### config.mk
export PLATFORM = sky130hd
export DESIGN_NAME = tmon_queue
export DESIGN_NICKNAME = d
export VERILOG_FILES = /design/src/rtl/core/tmon_pkg.sv /design/src/rtl/core/tmon_queue.sv
export SDC_FILE = /design/constraint.sdc
export NUM_CORES = 1
export LEC_CHECK = 0
export BUFFER_PORTS_ARGS = -buffer_cell sky130_fd_sc_hd__buf_4
export CORE_UTILIZATION = 55
export CTS_CLUSTER_SIZE = 12
export DETAILED_ROUTE_END_ITERATION = 8
export MAX_ROUTING_LAYER = met4
export PLACE_DENSITY = 0.81
export SLEW_MARGIN = 5
export SYNTH_ARGS = -nofsm -noshare
export SYNTH_HDL_FRONTEND = slang
export SYNTH_SLANG_ARGS = --single-unit
### constraint.sdc
create_clock -name clk -period 4 [get_ports clk]
set_clock_uncertainty 0.15 [all_clocks]
set_input_delay 0.8 -clock clk [delete_from_list [all_inputs] [get_ports clk]]
set_output_delay 0.8 -clock clk [all_outputs]
set_load 0.01 [all_outputs]
### src/rtl/core/tmon_pkg.sv
// Shared types, codes and constants of the thermistor monitor.
package tmon_pkg;

    localparam int ADC_BITS = 10;
    localparam int TOD_BITS = 17;
    localparam int TEMP_BITS = 14;
    localparam int CFG_DATA_BITS = 16;

    localparam logic [ADC_BITS-1:0] ADC_MAX = {ADC_BITS{1'b1}};

    // Item kinds on the input channel.
    localparam logic [1:0] MODE_CMD = 2'd0;
    localparam logic [1:0] MODE_TICK = 2'd1;
    localparam logic [1:0] MODE_BUTTON = 2'd2;

    // Result kinds.
    localparam logic KIND_TEMP = 1'b0;
    localparam logic KIND_SHUTDOWN = 1'b1;

    // Configuration register indexes.
    localparam logic CFG_INITIAL_PERIOD = 1'b0;
    localparam logic CFG_INITIAL_SCALE_F = 1'b1;

    localparam logic [7:0] CHAR_NEWLINE = 8'd10;

    // Keyword slots in the match mask.
    localparam int KW_COUNT = 6;
    localparam int KW_SCALE_F = 0;
    localparam int KW_SCALE_C = 1;
    localparam int KW_START = 2;
    localparam int KW_STOP = 3;
    localparam int KW_OFF = 4;
    localparam int KW_PERIOD = 5;
    localparam logic [3:0] PERIOD_PREFIX = 4'd7;
    localparam logic [3:0] LINE_POS_MAX = 4'd8;

    // Keyword text, left aligned, first character in the top byte.
    localparam logic [63:0] KW_TEXT [KW_COUNT] = '{
        {"SCALE=F", 8'h00},
        {"SCALE=C", 8'h00},
        {"START", 24'h000000},
        {"STOP", 32'h00000000},
        {"OFF", 40'h0000000000},
        {"PERIOD=", 8'h00}
    };
    localparam logic [3:0] KW_LEN [KW_COUNT] = '{4'd7, 4'd7, 4'd5, 4'd4, 4'd3, 4'd7};

    // Beta equation constants.
    localparam logic [29:0] LN2_Q30 = 30'd744261118;
    localparam logic [14:0] T0_CENTI = 15'd29815;
    localparam logic signed [45:0] DEN_BASE = 46'sd427500 <<< 24;
    localparam logic [63:0] KELVIN_NUM = 64'd127459125000 << 24;
    localparam logic signed [20:0] ZERO_C_MILLI = 21'sd273150;
    localparam int LOG_STEPS = 24;
    localparam int DIV_STEPS = 20;

    // Reciprocals of the final divisors, scaled by 2^RECIP_SHIFT and rounded up.
    // They give exact quotients for dividends below 2^24.
    localparam int RECIP_SHIFT = 32;
    localparam logic [25:0] RECIP_100 = 26'd42949673;
    localparam logic [25:0] RECIP_500 = 26'd8589935;

    // One unit of work handed from the front to the back.
    typedef struct packed {
        logic                kind;
        logic                scale_f;
        logic [ADC_BITS-1:0] reading;
        logic [TOD_BITS-1:0] tod;
    } job_t;

    function automatic logic [7:0] kw_char(input logic [63:0] text, input logic [2:0] pos);
        logic [63:0] t;
        t = text << {pos, 3'b000};
        return t[63:56];
    endfunction

endpackage

### src/rtl/core/tmon_queue.sv
// Two-entry job queue between the front and the back.
module tmon_queue (
    input  logic           clk,
    input  logic           rst_n,
    input  logic           push,
    input  tmon_pkg::job_t push_job,
    input  logic           pop,
    output tmon_pkg::job_t pop_job,
    output logic           empty,
    output logic           full
);

    tmon_pkg::job_t slot_reg [2];
    logic           wr_reg, wr_next;
    logic           rd_reg, rd_next;
    logic [1:0]     count_reg, count_next;

    assign empty = (count_reg == 2'd0);
    assign full = (count_reg == 2'd2);
    assign pop_job = slot_reg[rd_reg];

    always_comb
    begin
        wr_next = wr_reg;
        rd_next = rd_reg;
        count_next = count_reg;
        if (push && !full)
        begin
            wr_next = !wr_reg;
            count_next = count_next + 2'd1;
        end
        if (pop && !empty)
        begin
            rd_next = !rd_reg;
            count_next = count_next - 2'd1;
        end
    end

    always_ff @(posedge clk)
    begin
        if (push && !full)
            slot_reg[wr_reg] <= push_job;
    end

    always_ff @(posedge clk or negedge rst_n)
    begin
        if (!rst_n)
        begin
            wr_reg <= 1'b0;
            rd_reg <= 1'b0;
            count_reg <= 2'd0;
        end
        else
        begin
            wr_reg <= wr_next;
            rd_reg <= rd_next;
            count_reg <= count_next;
        end
    end

endmodule

==> insert_results.sql <==
INSERT INTO impl_metrics (metric_group, metric, value, unit) VALUES
('run_status', 'status', 'completed', ''),
('timing', 'fin_worst_setup_slack', '1.15', 'ns'),
('clocking', 'clk_pin_slew_worst_setup_hold_paths', '0.06', 'ns'),
('clocking', 'cts-root-to-sink-buffers', '2', ''),
('clocking', 'resize_count_post_cts', '0', ''),
('global_route', 'grt_pass1_wl', '6.07', 'mm'),
('global_route', 'number_of_antenna_violations_at_the_first_check_in_global_routing', '0', ''),
('placed_design', 'placer_congestion_estimate', '0.631', ''),
('global_route', 'gr-total-overflow', '0', ''),
('clocking', 'cts_hold_buf', '0', ''),
('routing', 'via_count', '1247', ''),
('routing', 'avgRoutedWirePerCell', '16.7', 'um'),
('timing', 'hold_slack', '0.108', 'ns'),
('synth', 'netlist_top_cells_area', 'sky130_fd_sc_hd__edfxtp_1 (74%), sky130_fd_sc_hd__mux2_2 (12%), sky130_fd_sc_hd__dfrtp_1 (4.2%)', ''),
('timing', 'timing.max_slew.rel_slack', '52.3', '%'),
('final_layout', 'insertedDiodeCount', '0', ''),
('pwr', 'peak_ir_drop_on_the_vdd_network', '0.467', 'mV'),
('critical_path', 'path_cells', 'buf_4 -> mux2_1 -> buf_4', ''),
('critical_path', 'path_class', 'flip-flop to primary output', ''),
('floorplanning', 'die_x', '67.5', 'um'),
('timing', 'fin_crit_sh', '71.3', '%'),
('clocking', 'cts_root_buffer', 'sky130_fd_sc_hd__clkbuf_8', ''),
('clocking', 'cts_post_setup_buffers_inserted', '0', ''),
('critical_path', 'critPathSlowestCell', 'sky130_fd_sc_hd__dfrtp_1', ''),
('clocking', 'clock_sink_count', '62', ''),
('synth', 'ys.warnings.count', '0', ''),
('placed_design', 'placed_cell_area', '2900', 'um^2'),
('timing', 'final_hold_viol_count', '0', ''),
('clocking', 'later_pin_clock_latency_in_the_skew_report', '0.33', 'ns'),
('timing', 'fmax', '351', 'MHz'),
('clocking', 'cts.htree.levels', '3', ''),
('synth', 'ys_ff_latch', '62', ''),
('synth', 'synthesis.area_per_instance', '20.7', 'um^2'),
('final_layout', 'layout.cells.most_common_list', 'sky130_fd_sc_hd__buf_4 (65), sky130_fd_sc_hd__edfxtp_1 (58), sky130_fd_sc_hd__mux2_2 (25)', ''),
('timing', 'finalSetupViolCount', '0', ''),
('pwr', 'post-layout-total-power', '2.13', 'mW'),
('floorplanning', 'io_pins', '64', ''),
('critical_path', 'slowest_delay', '0.68', 'ns'),
('routing', 'drt.antenna.violating_nets', '0', ''),
('critical_path', 'worst_path_dominant_cell_family', 'flip-flops', ''),
('pwr', 'total_leakage_power', '1.17', 'nW'),
('critical_path', 'worst_ep_required_time', '3.05', 'ns'),
('placed_design', 'dp_slack', '1.52', 'ns'),
('floorplanning', 'core', '4060', 'um^2'),
('final_layout', 'largest_register_ffs', '58', ''),
('clocking', 'tritoncts', 'done', ''),
('final_layout', 'fillers', '252', ''),
('critical_path', 'critical_path.n_buffers_inverters', '2', ''),
('final_layout', 'post_route_standard_cell_area_excluding_fillers', '3050', 'um^2'),
('synth', 'sequential_element_share_of_the_synthesized_area', '78.1', '%'),
('timing', 'drv_slew', '0', ''),
('synth', 'yosys.area.top_type_share', '73.9', '%'),
('final_layout', 'layout.cells.most_common', 'sky130_fd_sc_hd__buf_4', ''),
('routing', 'drtPass1Iterations', '4', ''),
('placed_design', 'dpl.hpwl', '2.75', 'mm'),
('floorplanning', 'num_rows', '23', ''),
('global_route', 'grt_pass1_vias', '1300', ''),
('synth', 'synthesis.instances', '114', ''),
('routing', 'route.detailed.drc', '0', ''),
('critical_path', 'timing.critical_path.mode_cell', 'sky130_fd_sc_hd__buf_4', ''),
('floorplanning', 'fp.dieArea', '4550', 'um^2'),
('final_layout', 'area.sequential', '1840', 'um^2'),
('global_route', 'global_route.usage.total', '20.8', '%'),
('critical_path', 'critical_path_arrival', '1.90', 'ns'),
('synth', 'mappedNetlistArea', '2360', 'um^2'),
('synth', 'netlist.top_cell.by_area', 'sky130_fd_sc_hd__edfxtp_1', ''),
('pwr', 'power.density', '699', 'nW/um^2'),
('final_layout', 'layout.nets', '222', ''),
('synth', 'syn-num-nets', '149', ''),
('floorplanning', 'initial_standard_cell_utilization_of_the_core', '58.1', '%'),
('final_layout', 'area_growth_from_synthesis_to_final_layout', '29.2', '%');
-- where the power goes --
part	leakage [nW]	switching (mW)	internal (mW)	total [mW]
clock network	0.0741	0.209	0.219	0.428
registers	0.587	0.0715	0.891	0.963
logic	0.510	0.340	0.396	0.736
total	1.17	0.621	1.51	2.13
-- synth_stat cells, drive strengths merged --
| cell | number |
|---|---|
| edfxtp | 58 |
| mux2 | 29 |
| dfrtp | 4 |
| xnor2 | 4 |
| buf | 3 |
| and3b | 2 |
| ha | 2 |
| inv | 2 |
| nand2b | 2 |
| a22oi | 1 |
| a311oi | 1 |
| and2 | 1 |
| mux2i | 1 |
| nand3b | 1 |
| nor2 | 1 |
| nor2b | 1 |
| or3 | 1 |
-- metal layers --
| metal | part of all wire, % | vias to the layer above | GRT usage [%] |
|---|---|---|---|
| met5 | 0 | - | - |
| met4 | 3.2 | 0 | 13.8 |
| met3 | 6.0 | 14 | 6.08 |
| met2 | 54 | 46 | 34.0 |
| met1 | 37 | 598 | 21.6 |
| li1 | - | 589 | - |
-- cells by family after synthesis --
logic type | after synthesis | share of synthesized area [%]
adders and majority gates | 2 | 1.06
xor gates and xnor gates | 4 | 1.49
and+or+nand+nor | 9 | 3.40
DFF | 62 | 78.1
AOI/OAI and AO/OA | 2 | 0.690
muxes | 30 | 14.3
buffers and inverters | 5 | 0.955
-- stage by stage --
step                      std cells  utilization (%)
after CTS                       242             75.1
after floorplan                 114                -
after global placement          226             71.4
after global routing            242             75.1
final                           242             75.1
after detailed placement        226             71.4
-- worst paths after layout --
path	from	end	slack (ns)	depth (start not counted)
setup / recovery	rd_reg	pop_job[22]	1.15	3
hold / removal	rst_n	wr_reg	0.11	1
setup reg to reg	count_reg[0]	slot_reg[0][18]	1.79	5
hold reg to reg	wr_reg	wr_reg	0.37	1
max in group asynchronous	rst_n	count_reg[0]	3.48	1
min in group clk	wr_reg	wr_reg	0.37	1
-- cell type report --
cell class / instances / share of cell area (%)
tap: 50 / 2.05
clock inverter: 3 / 0.370
timing repair buffer: 65 / 16.0
sequential: 62 / 60.5
clock buffer: 13 / 4.56
inverter: 2 / 0.247
multi-input combinational: 47 / 16.3
Note: power is estimated with default switching activity, not from simulation.
