[src/rtl/core/tmon_pkg.sv]
// Shared types, codes and constants of the thermistor monitor.
package tmon_pkg;

    localparam int ADC_BITS = 10;
    localparam int TOD_BITS = 17;
    localparam int TEMP_BITS = 14;
    localparam int CFG_DATA_BITS = 16;

    localparam logic [ADC_BITS-1:0] ADC_MAX = {ADC_BITS{1'b1}};

    // Item kinds on the input channel.
    localparam logic [1:0] MODE_CMD = 2'd0;
    localparam logic [1:0] MODE_TICK = 2'd1;
    localparam logic [1:0] MODE_BUTTON = 2'd2;

    // Result kinds.
    localparam logic KIND_TEMP = 1'b0;
    localparam logic KIND_SHUTDOWN = 1'b1;

    // Configuration register indexes.
    localparam logic CFG_INITIAL_PERIOD = 1'b0;
    localparam logic CFG_INITIAL_SCALE_F = 1'b1;

    localparam logic [7:0] CHAR_NEWLINE = 8'd10;

    // Keyword slots in the match mask.
    localparam int KW_COUNT = 6;
    localparam int KW_SCALE_F = 0;
    localparam int KW_SCALE_C = 1;
    localparam int KW_START = 2;
    localparam int KW_STOP = 3;
    localparam int KW_OFF = 4;
    localparam int KW_PERIOD = 5;
    localparam logic [3:0] PERIOD_PREFIX = 4'd7;
    localparam logic [3:0] LINE_POS_MAX = 4'd8;

    // Keyword text, left aligned, first character in the top byte.
    localparam logic [63:0] KW_TEXT [KW_COUNT] = '{
        {"SCALE=F", 8'h00},
        {"SCALE=C", 8'h00},
        {"START", 24'h000000},
        {"STOP", 32'h00000000},
        {"OFF", 40'h0000000000},
        {"PERIOD=", 8'h00}
    };
    localparam logic [3:0] KW_LEN [KW_COUNT] = '{4'd7, 4'd7, 4'd5, 4'd4, 4'd3, 4'd7};

    // Beta equation constants.
    localparam logic [29:0] LN2_Q30 = 30'd744261118;
    localparam logic [14:0] T0_CENTI = 15'd29815;
    localparam logic signed [45:0] DEN_BASE = 46'sd427500 <<< 24;
    localparam logic [63:0] KELVIN_NUM = 64'd127459125000 << 24;
    localparam logic signed [20:0] ZERO_C_MILLI = 21'sd273150;
    localparam int LOG_STEPS = 24;
    localparam int DIV_STEPS = 20;

    // Reciprocals of the final divisors, scaled by 2^RECIP_SHIFT and rounded up.
    // They give exact quotients for dividends below 2^24.
    localparam int RECIP_SHIFT = 32;
    localparam logic [25:0] RECIP_100 = 26'd42949673;
    localparam logic [25:0] RECIP_500 = 26'd8589935;

    // One unit of work handed from the front to the back.
    typedef struct packed {
        logic                kind;
        logic                scale_f;
        logic [ADC_BITS-1:0] reading;
        logic [TOD_BITS-1:0] tod;
    } job_t;

    function automatic logic [7:0] kw_char(input logic [63:0] text, input logic [2:0] pos);
        logic [63:0] t;
        t = text << {pos, 3'b000};
        return t[63:56];
    endfunction

endpackage

[src/rtl/core/tmon_front.sv]
// Front end: accepts items, parses command lines, counts ticks and issues jobs.
module tmon_front #(
    parameter int PERIOD_WIDTH = 16
) (
    input  logic                               clk,
    input  logic                               rst_n,
    input  logic                               in_valid,
    output logic                               in_stall,
    input  logic [1:0]                         mode,
    input  logic [7:0]                         cmd_byte,
    input  logic [tmon_pkg::ADC_BITS-1:0]      adc_reading,
    input  logic [tmon_pkg::TOD_BITS-1:0]      time_of_day,
    input  logic                               cfg_we,
    input  logic                               cfg_index,
    input  logic [tmon_pkg::CFG_DATA_BITS-1:0] cfg_data,
    input  logic                               q_full,
    output logic                               push,
    output tmon_pkg::job_t                     push_job
);

    localparam logic [PERIOD_WIDTH-1:0] PMAX = {PERIOD_WIDTH{1'b1}};

    logic                    scale_reg, scale_next;
    logic [PERIOD_WIDTH-1:0] period_reg, period_next;
    logic                    running_reg, running_next;
    logic [PERIOD_WIDTH-1:0] ticks_reg, ticks_next;
    logic [5:0]              mask_reg, mask_next;
    logic [3:0]              pos_reg, pos_next;
    logic [PERIOD_WIDTH-1:0] acc_reg, acc_next;
    logic [1:0]              phase_reg, phase_next;
    logic                    neg_reg, neg_next;
    logic                    halted_reg, halted_next;

    logic                    accept;
    logic                    is_digit;
    logic                    is_space;
    logic [32:0]             cfg_ext;
    logic [PERIOD_WIDTH+3:0] acc_mul;
    logic [PERIOD_WIDTH-1:0] tick_inc;
    logic                    keep;

    assign in_stall = q_full;
    assign accept = in_valid && !q_full;
    assign is_digit = (cmd_byte >= 8'd48) && (cmd_byte <= 8'd57);
    assign is_space = (cmd_byte == 8'd32) || ((cmd_byte >= 8'd9) && (cmd_byte <= 8'd13));
    assign cfg_ext = 33'(cfg_data);
    assign acc_mul = (PERIOD_WIDTH+4)'(acc_reg) * (PERIOD_WIDTH+4)'(10)
                     + (PERIOD_WIDTH+4)'(cmd_byte[3:0]);
    assign tick_inc = (ticks_reg < PMAX) ? ticks_reg + 1'b1 : ticks_reg;

    always_comb
    begin
        scale_next = scale_reg;
        period_next = period_reg;
        running_next = running_reg;
        ticks_next = ticks_reg;
        mask_next = mask_reg;
        pos_next = pos_reg;
        acc_next = acc_reg;
        phase_next = phase_reg;
        neg_next = neg_reg;
        halted_next = halted_reg;
        keep = 1'b0;
        push = 1'b0;
        push_job.kind = tmon_pkg::KIND_SHUTDOWN;
        push_job.scale_f = scale_reg;
        push_job.reading = adc_reading;
        push_job.tod = time_of_day;

        if (cfg_we)
        begin
            unique case (cfg_index)
                tmon_pkg::CFG_INITIAL_PERIOD:
                begin
                    if (cfg_ext > 33'(PMAX))
                        period_next = PMAX;
                    else
                        period_next = cfg_ext[PERIOD_WIDTH-1:0];
                end
                tmon_pkg::CFG_INITIAL_SCALE_F: scale_next = cfg_data[0];
            endcase
        end
        else if (accept && !halted_reg)
        begin
            unique case (mode)
                tmon_pkg::MODE_CMD:
                begin
                    if (cmd_byte == tmon_pkg::CHAR_NEWLINE)
                    begin
                        // First matching keyword wins, in this order.
                        priority if (mask_reg[tmon_pkg::KW_SCALE_F] && pos_reg == 4'd7)
                            scale_next = 1'b1;
                        else if (mask_reg[tmon_pkg::KW_SCALE_C] && pos_reg == 4'd7)
                            scale_next = 1'b0;
                        else if (mask_reg[tmon_pkg::KW_PERIOD] &&
                                 pos_reg >= tmon_pkg::PERIOD_PREFIX)
                            period_next = neg_reg ? '0 : acc_reg;
                        else if (mask_reg[tmon_pkg::KW_START] && pos_reg == 4'd5)
                            running_next = 1'b1;
                        else if (mask_reg[tmon_pkg::KW_STOP] && pos_reg == 4'd4)
                            running_next = 1'b0;
                        else if (mask_reg[tmon_pkg::KW_OFF] && pos_reg == 4'd3)
                        begin
                            halted_next = 1'b1;
                            push = 1'b1;
                        end
                        else
                        begin
                            // A line that matches no command is dropped.
                        end
                        mask_next = '1;
                        pos_next = '0;
                        acc_next = '0;
                        phase_next = 2'd0;
                        neg_next = 1'b0;
                    end
                    else
                    begin
                        for (int i = 0; i < tmon_pkg::KW_COUNT; i++)
                        begin
                            keep = ((pos_reg < tmon_pkg::KW_LEN[i]) &&
                                    (cmd_byte == tmon_pkg::kw_char(tmon_pkg::KW_TEXT[i],
                                                                   pos_reg[2:0]))) ||
                                   ((i == tmon_pkg::KW_PERIOD) &&
                                    (pos_reg >= tmon_pkg::PERIOD_PREFIX));
                            mask_next[i] = mask_reg[i] && keep;
                        end
                        if (pos_reg >= tmon_pkg::PERIOD_PREFIX)
                        begin
                            // Number after PERIOD=: spaces, optional sign, digits.
                            if (phase_reg == 2'd0)
                            begin
                                if (!is_space)
                                begin
                                    if (cmd_byte == 8'd43 || cmd_byte == 8'd45)
                                    begin
                                        neg_next = (cmd_byte == 8'd45);
                                        phase_next = 2'd1;
                                    end
                                    else if (is_digit)
                                    begin
                                        acc_next = PERIOD_WIDTH'(cmd_byte[3:0]);
                                        phase_next = 2'd1;
                                    end
                                    else
                                        phase_next = 2'd2;
                                end
                            end
                            else if (phase_reg == 2'd1)
                            begin
                                if (is_digit)
                                    acc_next = (acc_mul > (PERIOD_WIDTH+4)'(PMAX)) ?
                                               PMAX : acc_mul[PERIOD_WIDTH-1:0];
                                else
                                    phase_next = 2'd2;
                            end
                        end
                        if (pos_reg < tmon_pkg::LINE_POS_MAX)
                            pos_next = pos_reg + 4'd1;
                    end
                end
                tmon_pkg::MODE_TICK:
                begin
                    if (running_reg && tick_inc >= period_reg)
                    begin
                        ticks_next = '0;
                        push = 1'b1;
                        push_job.kind = tmon_pkg::KIND_TEMP;
                    end
                    else
                        ticks_next = tick_inc;
                end
                tmon_pkg::MODE_BUTTON:
                begin
                    halted_next = 1'b1;
                    push = 1'b1;
                end
                default: ;
            endcase
        end
    end

    always_ff @(posedge clk or negedge rst_n)
    begin
        if (!rst_n)
        begin
            scale_reg <= 1'b1;
            period_reg <= PERIOD_WIDTH'(1);
            running_reg <= 1'b1;
            ticks_reg <= '0;
            mask_reg <= '1;
            pos_reg <= '0;
            acc_reg <= '0;
            phase_reg <= 2'd0;
            neg_reg <= 1'b0;
            halted_reg <= 1'b0;
        end
        else
        begin
            scale_reg <= scale_next;
            period_reg <= period_next;
            running_reg <= running_next;
            ticks_reg <= ticks_next;
            mask_reg <= mask_next;
            pos_reg <= pos_next;
            acc_reg <= acc_next;
            phase_reg <= phase_next;
            neg_reg <= neg_next;
            halted_reg <= halted_next;
        end
    end

endmodule

[config.mk]
export PLATFORM = sky130hd
export DESIGN_NAME = tmon_front
export DESIGN_NICKNAME = d
export VERILOG_FILES = /design/src/rtl/core/tmon_pkg.sv /design/src/rtl/core/tmon_front.sv
export SDC_FILE = /design/constraint.sdc
export NUM_CORES = 1
export LEC_CHECK = 0
export ABC_AREA = 1
export BUFFER_PORTS_ARGS = -buffer_cell sky130_fd_sc_hd__buf_4
export CELL_PAD_IN_SITES_DETAIL_PLACEMENT = 0
export CELL_PAD_IN_SITES_GLOBAL_PLACEMENT = 1
export CORE_UTILIZATION = 38
export CTS_CLUSTER_SIZE = 25
export DETAILED_ROUTE_END_ITERATION = 10
export PLACE_DENSITY = 0.85
export SYNTH_ARGS = -nofsm -noshare
export SYNTH_HDL_FRONTEND = slang
export SYNTH_SLANG_ARGS = --single-unit
[constraint.sdc]
create_clock -name clk -period 3.15 [get_ports clk]
set_input_delay 0.1575 -clock clk [delete_from_list [all_inputs] [get_ports clk]]
set_output_delay 0.1575 -clock clk [all_outputs]
set_load 0.01 [all_outputs]
==> flow_summary.json, run 1 <==
{
  "synth_cell_types": 45,
  "viasPerCell": 5.19,
  "grt_pass1_wl_microns": 29100,
  "core_area_sq_mm": 0.0167,
  "wirelength_microns": 17900,
  "maxSlewHeadroom": 0.424,
  "clkPwrFrac": 0.265,
  "gp_congestion": 0.879,
  "die_y_microns": 133,
  "grt_antenna_before_repair": 0,
  "maxCapViolCount": 0,
  "violations": "setup timing",
  "critPathMaxStageDelay_ps": 350,
  "wl_per_cell_microns": 14.5,
  "crit_chain": "inv_1, nor3_2, nand3_1, nor2_2, nand3_1, inv_1, a31oi_1, a31oi_2, ha_1, nand2_1, inv_1, nand3_2, nor3_2, nand3_1, nand3_2, nand2_2, inv_2, nand2_2, a221oi_2, buf_4",
  "num_vias": 6396,
  "clk_latency_ps": 330,
  "status": "finished with violations",
  "die_w_microns": 133,
  "tightest_slew_ps": 864,
  "synthCells": 964,
  "io_buffers": 35,
  "hpwl_microns": 13700,
  "cts_tree": "yes",
  "cts_buffers": 9,
  "groute.usage.overall": 0.203,
  "async_reset_ff_frac": 1.00,
  "grt_pass1_vias": 5947,
  "cp_data_required_time_ps": 2990,
  "synth_area_per_cell_sq_um": 6.77,
  "yosysWarnings": 0,
  "crit_slowest_cell": "dfrtp_1",
  "cts.sinks": 64,
  "holdCritPathClass": "input port to flop",
  "ir_drop_v": 0.000252,
  "clk_path_buf_depth": 2,
  "drive_above_1_share": 0.239,
  "ys.flop_type": "dfrtp_1",
  "drtAntennaViolNets": 0,
  "start_util": 0.391,
  "dp_slack_ps": -166,
  "setup_viol": 2,
  "fmax_mhz": 292,
  "endpoint_kind": "output port",
  "rsz0062_at_grt": "yes",
  "switching_power_mw": 1.58,
  "worstSetupPathType": "flop to output port",
  "pwr-share-seq": 0.286,
  "grt-ovfl-total": 0,
  "clkTransAtPathRegs_ps": 60,
  "syn_area_sq_mm": 0.00653,
  "p_leak_nw": 3.84,
  "drc": 0,
  "firstDrtPassIters": 5,
  "diodes": 0,
  "period_minus_slack_ps": 3430,
  "rows": 47,
  "cp_max_fo": 3,
  "arrival_ps": 3270,
  "htree_levels": 3,
  "dieArea_sq_mm": 0.0177,
  "cts_root_buf": "clkbuf_16",
  "drt_iter0_markers": 383,
  "comb_power_share": 0.449,
  "io_pins": 90,
  "p_int_mw": 2.31,
  "nets": 1125,
  "hold_viol_final": 0,
  "swShare": 0.406,
  "syn-num-nets": 1081,
  "clock-skew-final_ps": 6.70,
  "maxSlewViolCount": 0,
  "synth.ff_latch_count": 64,
  "p_per_area_mw_per_mm2": 503,
  "synth_seq_area_share": 0.247,
  "final.period_utilization": 1.09,
  "worstSetupStartpointType": "flop",
  "grt_max_degree": 65,
  "fin_hold_ws_ps": 97.4,
  "fin_ws_ps": -280,
  "synth_edf_count": 0,
  "syn2layout_area_growth_pct": 18.3
}
-- critical path: cells and delay by family, from the launching register on --
family / cells / cell delay, ps
flip-flops: 1 / 350
adder cells (fa/ha/maj): 1 / 160
AO/OA/AOI/OAI: 3 / 550
AND/OR/NAND/NOR: 11 / 1360
buffers and inverters: 5 / 510
-- cells in the final DEF (no fill, tap or decap), types with 7 or more instances in the layout --
master	instances
nand2_1	217
inv_1	130
nand3_1	83
buf_4	79
o21ai_0	59
dfrtp_1	52
nor2_1	49
ha_1	49
a21oi_1	38
nand2_2	29
xor2_1	21
inv_2	18
nand3_2	17
nand4_1	14
nor2_2	12
nor2_4	11
a31oi_1	11
nor3_1	10
clkbuf_16	9
dfstp_2	9
nor3_2	8
ha_2	7
-- logic make-up after synthesis --
logic type / share of synthesized area
xor+xnor: 0.0349
compound gates: 0.137
fa+ha+maj: 0.113
flops: 0.247
simple gates: 0.330
buf+inv: 0.137
-- power groups by stage --
stage	Sequential (mW)	Combinational, mW	Clock, mW
2_1_floorplan	1.06	1.19	0
3_3_place_gp	1.11	1.58	0
3_5_place_dp	1.12	1.60	0
4_1_cts	1.11	1.66	1.04
5_1_grt	1.13	1.97	1.07
6_report	1.11	1.75	1.03
-- cells in the mapped netlist, types with 3 or more instances --
master / instances / area (sq um)
nand2_1: 236 / 886
inv_1: 136 / 510
nand3_1: 92 / 460
o21ai_0: 62 / 310
nor2_1: 59 / 221
ha_1: 56 / 701
dfrtp_1: 55 / 1380
a21oi_1: 41 / 205
buf_4: 31 / 233
xor2_1: 23 / 201
nor3_1: 16 / 80.1
nand4_1: 14 / 87.6
clkbuf_1: 13 / 48.8
nand2_2: 13 / 81.3
a31oi_1: 12 / 75.1
inv_2: 12 / 45.0
nand3_2: 10 / 100
dfstp_2: 9 / 236
buf_2: 7 / 35.0
nor2_2: 7 / 43.8
nor2_4: 6 / 67.6
nor4_1: 6 / 37.5
o211ai_1: 6 / 45.0
o211ai_2: 5 / 62.6
a2111oi_0: 4 / 35.0
nor3_2: 3 / 30.0
o221ai_1: 3 / 26.3
xnor2_1: 3 / 26.3
-- per-layer routing --
metal | track usage | vias up | share of wire
met5 | 0 | - | 0
met4 | 0.0429 | 0 | 0.011
met3 | 0.0266 | 22 | 0.043
met2 | 0.337 | 164 | 0.48
met1 | 0.282 | 2978 | 0.47
li1 | - | 3232 | -
-- final cells by class --
type / count / area [sq um]
clock buffer: 12 / 267
clock inverter: 3 / 40.0
fill: 1736 / 8980
inverter: 149 / 561
multi-input combinational: 700 / 4320
sequential: 64 / 1620
tap: 220 / 275
timing repair buffer: 84 / 648
-- stage by stage --
step | util | setup TNS [ps] | power, mW | std cells | area (sq um)
finish | 0.462 | -454 | 3.89 | 1232 | 7720
global placement | 0.422 | -49.8 | 2.69 | 1209 | 7050
global route | 0.462 | -2490 | 4.17 | 1232 | 7720
CTS | 0.446 | -635 | 3.81 | 1228 | 7450
detailed placement | 0.422 | -166 | 2.72 | 1209 | 7050
floorplan | - | 0 | 2.25 | 964 | 6530
-- path summary, 6_finish.rpt --
path | startpoint | end | slack, ps | cells after the start
max in group asynchronous | rst_n | acc_reg[8] | 2040 | 2
setup / recovery | ticks_reg[1] | push | -280 | 20
min in group asynchronous | rst_n | ticks_reg[3] | 440 | 2
hold / removal | cfg_data[0] | period_reg[0] | 100 | 3
hold reg to reg | mask_reg[5] | mask_reg[5] | 460 | 2
setup reg to reg | acc_reg[3] | acc_reg[3] | 130 | 21
-- timing repair --
action / CTS / global route
hold buffers: 1 / 0
hold endpoints to repair: 55 / 0
gates cloned: 0 / 1
buffers inserted: 3 / 3
gates resized for setup: 21 / 66
pin swaps: 17 / 36
endpoints found under the setup margin: 2 / 34
Note: power is estimated with default switching activity, not from simulation.
==> run 2, diff against run 1 <==
Settings changed: SKIP_CTS_REPAIR_TIMING set to 1.
==> run 2 against run 1 <==
Effect of this change: the run ends with hold timing, setup timing left; cell count about the same; sequential power about the same; core utilization increased by 0.10 points; largest cell class unchanged.
==> flow_summary.json, run 2 (same netlist as run 1, synthesis figures left out) <==
{
  "status": "finished with violations",
  "violations": "hold timing, setup timing",
  "cp_data_required_time_ps": 2990,
  "cts_tree": "yes",
  "worstSetupStartpointType": "flop",
  "p_leak_nw": 3.83,
  "diodes": 0,
  "drt_iter0_markers": 422,
  "start_util": 0.391,
  "clock-skew-final_ps": 4.77,
  "crit_chain": "ha_2, inv_2, nor3_4, nand2_2, nor2_2, inv_2, nor2_4, nand3_4, buf_6, nand4_1, xor2_1, ha_1, nand2_2, nor2_2, nand2_1, o211ai_1, nand2_1, nand3_2, nand2_2, inv_2, nand2_2, a221oi_2, buf_4",
  "maxSlewHeadroom": 0.430,
  "arrival_ps": 3310,
  "die_w_microns": 133,
  "nets": 1124,
  "wirelength_microns": 17900,
  "ff2ff_path_depth": 21,
  "p_per_area_mw_per_mm2": 508,
  "io_buffers": 35,
  "io_pins": 90,
  "crit_cells": 23,
  "final_common_cell": "nand2_1",
  "tightest_slew_ps": 855,
  "drc": 0,
  "cts_buffers": 9,
  "stdcell_area_sq_mm": 0.00774,
  "rsz0062_at_grt": "yes",
  "syn2layout_area_growth_pct": 18.5,
  "dieArea_sq_mm": 0.0177,
  "hpwl_microns": 13700,
  "crit_buf_inv": 5,
  "final_cell_mix": "nand2_1 (216), inv_1 (129), nand3_1 (83)",
  "cts_root_buf": "clkbuf_16",
  "grt_pass1_wl_microns": 28900,
  "maxSlewViolCount": 0,
  "worstSetupPathType": "flop to output port",
  "maxCapViolCount": 0,
  "crit_slowest_cell": "dfrtp_1",
  "firstDrtPassIters": 7,
  "groute.usage.overall": 0.202,
  "cp_max_fo": 4,
  "gp_congestion": 0.879,
  "critPathMaxStageDelay_ps": 380,
  "clk_path_buf_depth": 2,
  "hold_viol_final": 55,
  "cts.sinks": 64,
  "viasPerCell": 5.20,
  "fin_hold_ws_ps": -86.3,
  "crit_start": "ticks_reg[0]",
  "grt-ovfl-total": 0,
  "grt_max_degree": 65,
  "setup_viol": 2,
  "ir_drop_v": 0.000259,
  "period_minus_slack_ps": 3470,
  "fin_ws_ps": -322,
  "wl_per_cell_microns": 14.6,
  "endpoint_kind": "output port",
  "num_vias": 6398,
  "dpl.cell_count": 1209,
  "grt_antenna_before_repair": 0,
  "holdCritPathClass": "input port to async pin",
  "rows": 47,
  "core_area_sq_mm": 0.0167,
  "r2r_start": "ticks_reg[0]",
  "drive_above_1_share": 0.243,
  "htree_levels": 3,
  "cp_common_cell": "nand2_2",
  "fmax_mhz": 288,
  "instances_no_fill": 1231,
  "dpl_cell_area_sq_mm": 0.00705,
  "critPathTopFamily": "simple AND/OR/NAND/NOR gates",
  "final.period_utilization": 1.10,
  "drtAntennaViolNets": 0,
  "clkTransAtPathRegs_ps": 50,
  "die_y_microns": 133,
  "grt_pass1_vias": 5914,
  "clk_latency_ps": 330
}
==> run 2: layout make-up <==
cell class	instances	area [sq um]
fillers	1729	8960
multi-input cells	700	4340
flip-flops and latches	64	1620
repair buffers	83	638
inverters	149	561
well taps	220	275
clock buffers	12	267
clock inverters	3	40.0
==> run 2: worst paths after layout <==
kind | end | slack (ps)
worst max-delay path | push | -320
worst min-delay path | ticks_reg[3] | -90
worst max register to register | ticks_reg[14] | 10
worst min register to register | mask_reg[5] | 460
max in group asynchronous | acc_reg[5] | 2600
min in group clk | period_reg[0] | 100
==> run 2: per-stage QoR <==
stage | setup TNS, ps | total power, mW | setup WS (ps) | util
floorplan | 0 | 2.25 | 28.8 | -
global placement | -49.8 | 2.69 | -49.8 | 0.422
detailed placement | -166 | 2.72 | -166 | 0.422
CTS | -873 | 3.76 | -539 | 0.441
global route | -5480 | 4.21 | -579 | 0.464
finish | -626 | 3.93 | -322 | 0.464
==> run 2: layer usage <==
| metal | vias up | wire, microns | GRT usage |
|---|---|---|---|
| li1 | 3232 | - | - |
| met1 | 2983 | 8500 | 0.281 |
| met5 | - | 0 | 0 |
| met2 | 166 | 8490 | 0.334 |
| met3 | 17 | 742 | 0.0266 |
| met4 | 0 | 202 | 0.0429 |
==> run 2: where the power goes <==
part           switching [mW]  leakage, nW  internal, mW  total, mW
Combinational            1.10         2.94         0.691       1.79
Sequential              0.148        0.742         0.965       1.11
Clock                   0.360        0.154         0.670       1.03
